`config.mk`:
```
export PLATFORM = sky130hd
export DESIGN_NAME = gpio_port_with_pin_change_interrupt
export DESIGN_NICKNAME = d
export VERILOG_FILES = /design/src/rtl/core/gpc_pkg.sv /design/src/rtl/core/gpc_regs.sv /design/src/rtl/core/gpc_logic.sv /design/src/rtl/core/gpio_port_with_pin_change_interrupt.sv
export SDC_FILE = /design/constraint.sdc
export NUM_CORES = 1
export LEC_CHECK = 0
export BUFFER_PORTS_ARGS = -buffer_cell sky130_fd_sc_hd__buf_4
export CAP_MARGIN = 20
export CORE_ASPECT_RATIO = 0.75
export CORE_MARGIN = 2
export CORE_UTILIZATION = 55
export CTS_CLUSTER_SIZE = 28
export DETAILED_ROUTE_END_ITERATION = 10
export GPL_TIMING_DRIVEN = 0
export PLACE_DENSITY_LB_ADDON = 0.15
export SLEW_MARGIN = 20
export SYNTH_ARGS = -nofsm -noshare
export SYNTH_HDL_FRONTEND = slang
export SYNTH_HIERARCHICAL = 1
export SYNTH_SLANG_ARGS = --single-unit
```
`constraint.sdc`:
```
create_clock -name clk_i -period 2.6 [get_ports clk_i]
set_clock_uncertainty 0.05 [all_clocks]
set_input_delay 0.39 -clock clk_i [delete_from_list [all_inputs] [get_ports clk_i]]
set_output_delay 0.39 -clock clk_i [all_outputs]
set_load 0.01 [all_outputs]
```
`src/rtl/core/gpc_pkg.sv`:
```
// Shared types and request codes for the GPIO port with pin change interrupt.
package gpc_pkg;

  localparam int unsigned PortW = 8;

  // Request codes
  localparam logic [2:0] ReqPortWr = 3'd0;
  localparam logic [2:0] ReqPortRd = 3'd1;
  localparam logic [2:0] ReqDirWr  = 3'd2;
  localparam logic [2:0] ReqDirRd  = 3'd3;
  localparam logic [2:0] ReqPinEvt = 3'd4;

  // Configuration register indexes
  localparam logic CfgDrivenPinMask = 1'b0;
  localparam logic CfgIntEdgeRising = 1'b1;

  localparam logic [PortW-1:0] ChangeMask = 8'hf0;
  localparam logic [PortW-1:0] DirReset   = 8'hff;

  typedef struct packed {
    logic [2:0]       req_type;
    logic [PortW-1:0] wdata;
    logic [2:0]       bit_index;
    logic [PortW-1:0] pin_levels;
  } req_t;

  typedef struct packed {
    logic [PortW-1:0] read_data;
    logic             ext_int_flag;
    logic             change_int_flag;
  } rsp_t;

  typedef struct packed {
    logic [PortW-1:0] port_bits;
    logic [PortW-1:0] direction_bits;
    logic [PortW-1:0] driven_pin_mask;
    logic             int_edge_rising;
  } state_t;

  typedef struct packed {
    logic             upd;
    logic [PortW-1:0] port_bits;
    logic [PortW-1:0] direction_bits;
  } state_upd_t;

endpackage

```
`src/rtl/core/gpc_regs.sv`:
```
// Port, direction and configuration registers.
module gpc_regs (
  input  logic                clk_i,
  input  logic                rst_ni,
  input  logic                cfg_we_i,
  input  logic                cfg_idx_i,
  input  logic [7:0]          cfg_wdata_i,
  input  gpc_pkg::state_upd_t upd_i,
  output gpc_pkg::state_t     state_o
);
  import gpc_pkg::*;

  logic [PortW-1:0] port_q, dir_q, drv_q;
  logic             edge_q;

  always_ff @(posedge clk_i or negedge rst_ni) begin
    if (!rst_ni) begin
      port_q <= '0;
      dir_q  <= DirReset;
    end else if (upd_i.upd) begin
      port_q <= upd_i.port_bits;
      dir_q  <= upd_i.direction_bits;
    end
  end

  always_ff @(posedge clk_i or negedge rst_ni) begin
    if (!rst_ni) begin
      drv_q  <= '0;
      edge_q <= 1'b1;
    end else if (cfg_we_i) begin
      unique case (cfg_idx_i)
        CfgDrivenPinMask: drv_q  <= cfg_wdata_i;
        CfgIntEdgeRising: edge_q <= cfg_wdata_i[0];
        default: ;
      endcase
    end
  end

  assign state_o = '{port_bits:       port_q,
                     direction_bits:  dir_q,
                     driven_pin_mask: drv_q,
                     int_edge_rising: edge_q};

endmodule

```
`src/rtl/core/gpc_logic.sv`:
```
// Request decode, next port/direction value and interrupt flag logic.
module gpc_logic #(
  parameter int unsigned PIN_COUNT = 8
) (
  input  gpc_pkg::req_t       req_i,
  input  gpc_pkg::state_t     state_i,
  output logic [7:0]          port_d_o,
  output logic [7:0]          dir_d_o,
  output gpc_pkg::rsp_t       rsp_o
);
  import gpc_pkg::*;

  localparam logic [PortW-1:0] PinMask = PortW'((16'(1) << PIN_COUNT) - 16'(1));

  logic [PortW-1:0] old_port, dir, drv, sampled, diff, pin_sel;
  logic             check;

  always_comb begin
    old_port = state_i.port_bits;
    dir      = state_i.direction_bits;
    drv      = state_i.driven_pin_mask & PinMask;
    sampled  = (req_i.pin_levels | (old_port & ~dir)) & drv;
    pin_sel  = PortW'(1) << req_i.bit_index;
    port_d_o = old_port;
    dir_d_o  = dir;
    check    = 1'b0;
    rsp_o.read_data = old_port;

    unique case (req_i.req_type)
      ReqPortWr: begin
        port_d_o = ((req_i.wdata & ~dir) | (old_port & dir)) & PinMask;
        rsp_o.read_data = port_d_o;
      end
      ReqPortRd: begin
        port_d_o = ((old_port & ~drv) | sampled) & PinMask;
        rsp_o.read_data = port_d_o;
        check = 1'b1;
      end
      ReqDirWr: begin
        dir_d_o = req_i.wdata;
        rsp_o.read_data = req_i.wdata;
      end
      ReqDirRd: begin
        rsp_o.read_data = dir;
      end
      ReqPinEvt: begin
        // drop events on pins the port does not have
        if (32'(req_i.bit_index) < PIN_COUNT) begin
          if (req_i.wdata[0]) port_d_o = (old_port | pin_sel) & PinMask;
          else                port_d_o = old_port & ~pin_sel & PinMask;
        end
        rsp_o.read_data = port_d_o;
        check = 1'b1;
      end
      default: ;
    endcase

    diff = old_port ^ port_d_o;
    rsp_o.ext_int_flag    = check & diff[0] & (state_i.int_edge_rising ^ old_port[0]);
    rsp_o.change_int_flag = check & (|(diff & ChangeMask));
  end

endmodule

```
`src/rtl/core/gpio_port_with_pin_change_interrupt.sv`:
```
// Top level: request register, port logic and result register.
//
//   Channel  | Dir | Fields (low bit up)
//   s_axis   | in  | tuser: req_type[2:0]; tdata: wdata[7:0] bit_index[10:8] pin_levels[18:11]
//   m_axis   | out | tdata: read_data[7:0] ext_int_flag[8] change_int_flag[9]
//   cfg      | in  | idx 0 driven_pin_mask, idx 1 int_edge_rising
//
// One request per cycle while the result is taken or the result register is
// empty; the edge that accepts a request loads the request register, and the
// request then moves through the port logic into the result register once that
// register is free or being taken; the port and direction registers update at
// the same edge. Reset clears both valid bits, the port to 0 and the direction
// to all inputs. A stalled result holds the request register; requests keep
// flowing while the result is taken in the same cycle.
module gpio_port_with_pin_change_interrupt #(
  parameter int unsigned PIN_COUNT = 8
) (
  input  logic        clk_i,
  input  logic        rst_ni,
  input  logic        s_axis_tvalid_i,
  output logic        s_axis_tready_o,
  input  logic [23:0] s_axis_tdata_i,  // wdata, bit_index, pin_levels, zero pad
  input  logic [2:0]  s_axis_tuser_i,  // req_type
  output logic        m_axis_tvalid_o,
  input  logic        m_axis_tready_i,
  output logic [15:0] m_axis_tdata_o,  // read_data, ext_int_flag, change_int_flag, zero pad
  input  logic        cfg_we_i,
  input  logic        cfg_idx_i,
  input  logic [7:0]  cfg_wdata_i
);
  import gpc_pkg::*;

  logic       in_valid_q, out_valid_q, adv;
  req_t       req_q;
  rsp_t       rsp_d, rsp_q;
  state_t     state;
  state_upd_t upd;
  logic [7:0] port_d, dir_d;

  assign adv             = in_valid_q & (~out_valid_q | m_axis_tready_i);
  assign s_axis_tready_o = ~in_valid_q | adv;

  always_ff @(posedge clk_i or negedge rst_ni) begin
    if (!rst_ni) begin
      in_valid_q  <= 1'b0;
      out_valid_q <= 1'b0;
    end else begin
      if (s_axis_tready_o) in_valid_q <= s_axis_tvalid_i;
      if (adv)                  out_valid_q <= 1'b1;
      else if (m_axis_tready_i) out_valid_q <= 1'b0;
    end
  end

  always_ff @(posedge clk_i) begin
    if (s_axis_tvalid_i && s_axis_tready_o) begin
      req_q <= '{req_type:   s_axis_tuser_i,
                 wdata:      s_axis_tdata_i[7:0],
                 bit_index:  s_axis_tdata_i[10:8],
                 pin_levels: s_axis_tdata_i[18:11]};
    end
    if (adv) rsp_q <= rsp_d;
  end

  gpc_logic #(
    .PIN_COUNT(PIN_COUNT)
  ) u_logic (
    .req_i   (req_q),
    .state_i (state),
    .port_d_o(port_d),
    .dir_d_o (dir_d),
    .rsp_o   (rsp_d)
  );

  assign upd = '{upd: adv, port_bits: port_d, direction_bits: dir_d};

  gpc_regs u_regs (
    .clk_i      (clk_i),
    .rst_ni     (rst_ni),
    .cfg_we_i   (cfg_we_i),
    .cfg_idx_i  (cfg_idx_i),
    .cfg_wdata_i(cfg_wdata_i),
    .upd_i      (upd),
    .state_o    (state)
  );

  assign m_axis_tvalid_o = out_valid_q;
  assign m_axis_tdata_o  = {6'd0, rsp_q.change_int_flag, rsp_q.ext_int_flag, rsp_q.read_data};

endmodule

```
==> reports/metrics.csv <==
stage,metric,value,unit
setup_path,max_stage_delay,750,ps
cts,htree_levels,3,
timing,maxSlewHeadroom,37.4,%
cts,cts_resized,0,
place,placed_area,3830,sq um
route,vias_per_cell,5.86,
floorplan,die-area,6760,sq um
cts,clock_tree.root_cell,clkbuf_8,
logic_synthesis,synth_area_leaders,"edfxtp_1, dfrtp_1, mux2_2, mux2_4, dfstp_2",
cts,cts.path.max_buffers,2,
place,portBuffers,47,
cells_and_area,fin_cells,425,
timing,setup_viol,0,
grt,antenna_found_initial,0,
grt,grt_pass1_wl,12200,um
setup_path,critPathKind,reg2reg,
grt,grt_pass1_vias,2315,
pwr,leakagePower,1.67,nW
min_path,min_path_type,in2reg,
route,drt_wl_total,7790,um
cts,clk_latency,330,ps
logic_synthesis,yosysUniqueCellTypes,52,
route,firstDrtPassIters,5,
logic_synthesis,synth.avg_cell_area,12.1,sq um
cells_and_area,diodes,0,
timing,fmax,425,MHz
setup_path,path_cells,"buf_6, nor3_1, nand2_1, o221a_4, or3b_1, a21boi_1",
cells_and_area,final_common_cell,buf_4,
floorplan,std_cell_rows,24,
pwr,p_per_area,807,nW/um^2
setup_path,critPathTopFamily,simple AND/OR/NAND/NOR gates,
cells_and_area,nets,383,
floorplan,start_util,57.4,%
floorplan,core_area,5860,sq um
setup_path,startpoint_type,register,
setup_path,worstPathRequired,2720,ps
setup_path,end_kind,register,
route,ant_nets,0,
floorplan,ios,59,
setup_path,worstPathArrival,2470,ps
route,drt_iter0_drc,238,
logic_synthesis,ys_seq_area_share,49.1,%
route,wl_per_cell,18.3,um
logic_synthesis,syn-cell-area,3360,sq um
cells_and_area,design_area,4010,sq um
outcome,status,completed,
place,place_hpwl,5310,um
pwr,vdd_drop_max,0.000592,V
logic_synthesis,ys_warn_count,6,
setup_path,cp_num_buf_inv,1,
logic_synthesis,ys_ff_latch,59,
grt,gr-total-overflow,0,
cts,path_clk_slew,60,ps
cells_and_area,area_delta_synth_final,19.3,%
cts,hold_buffers,1,
timing,worst_pin_slew,932,ps
place,gp_congestion,0.902,
route,route.vias.total,2492,
timing,rsz0062_at_grt,false,
cts,cts_setup_buffers,0,
timing,fin_crit,2350,ps
job,drv_cap,0,
cts,cts_sinks,59,
logic_synthesis,synth_cells,278,
setup_path,cp_max_fo,10,
grt,grt_max_degree,28,
route,drc,0,
cts,cts_buffers,9,
timing,finalCritPeriodShare,90.4,%
setup_path,slowest_stage,nor3_1,
timing,slew_violations,0,
timing,final.setup.tns,0,ps
logic_synthesis,yosysTopAreaCellShare,28.6,%
cells_and_area,drive_above_1_share,38.3,%
grt,grt_usage,24.8,%
timing,hold_viol_final,0,
cells_and_area,final_cell_mix,"buf_4, edfxtp_1, nand2_1",
logic_synthesis,yosys.area.top_type,edfxtp_1,
floorplan,fp.dieW,94.2,um
floorplan,die_h,71.7,um
cts,cts_tree,built,
place,placedCellCount,408,
## stage by stage
stage	total power (W)	hold slack, ps	utilization (%)	setup slack (ps)
after floorplan	0.00220	44.4	-	668
after global placement	0.00247	287	65.4	300
after detailed placement	0.00250	290	65.4	264
after CTS	0.00324	163	68.5	244
after global routing	0.00342	161	68.5	91.6
final	0.00323	181	68.5	249
## worst paths after layout
check                              startpoint                 to  slack (ps)  cells after the start
max in group asynchronous              rst_ni    u_regs/dir_q[4]        1700                      2
min reg2reg                  u_regs/port_q[5]   u_regs/port_q[5]         460                      1
min                        s_axis_tdata_i[11]           req_q[0]         180                      1
max reg2reg                         req_q[20]  m_axis_tdata_o[8]         250                      6
min in group asynchronous              rst_ni    u_regs/drv_q[0]         480                      2
max                                 req_q[20]  m_axis_tdata_o[8]         250                      6
## Yosys cell counts, drive strengths merged
cell and count:
nand4 1, xnor2 1, nor4b 1, o22ai 6, o21a 2, and2 3, conb 1, dfrtp 18
nor3b 4, o221a 1, nand2 30, edfxtp 32, mux4 1, mux2 45, o31a 1, a21o 9
nor4bb 2, a21oi 14, clkbuf 8, a21boi 2, o311ai 1, o221ai 5, nor3 4, nor2b 2
o211ai 2, dfstp 9, nor2 7, o2111ai 2, inv 1, mux2i 7, o21ai 12, a211o 3
buf 16, or3b 2, or3 1, a22oi 7, o31ai 1, nand3b 5, nand2b 7, a31oi 1
nand3 1
## routing by layer
layer	vias to the layer above	global-route usage, %	share of wire (%)
met3	12	8.10	10
met4	0	7.89	1.1
li1	1167	-	-
met2	146	33.9	43
met5	-	0	0
met1	1167	37.4	46
## power by group
part           total (W)  switching, W  internal (W)  leakage [nW]
clock network   0.000720      0.000320      0.000400        0.0850
registers        0.00146      0.000209       0.00125         0.621
logic            0.00105      0.000466      0.000585         0.965
## final cells by class
| cell class | instances | area [sq um] |
|---|---|---|
| Buffer | 24 | 161 |
| Clock buffer | 16 | 170 |
| Fill cell | 440 | 1850 |
| Inverter | 1 | 3.75 |
| Multi-Input combinational cell | 199 | 1570 |
| Sequential cell | 59 | 1650 |
| Tap cell | 78 | 97.6 |
| Timing Repair Buffer | 48 | 363 |
## state kept, by name, indices dropped and copies added, names as in the netlist
name,cells
req_q,22
m_axis_tdata_o,10
u_regs/dir_q,8
u_regs/drv_q,8
u_regs/port_q,8
in_valid_q,1
m_axis_tvalid_o,1
u_regs/edge_q,1
## kinds of logic (layout without fill, tap and decap cells)
logic type	Yosys count	count (layout)	share of synthesized area, %
buf+inv	25	89	4.92
compound gates	69	69	14.0
flops	59	59	49.1
simple gates	70	70	11.8
other cells	1	6	0.112
mux	53	53	19.9
xor+xnor	1	1	0.261
Power figures use the tool's default switching activity.
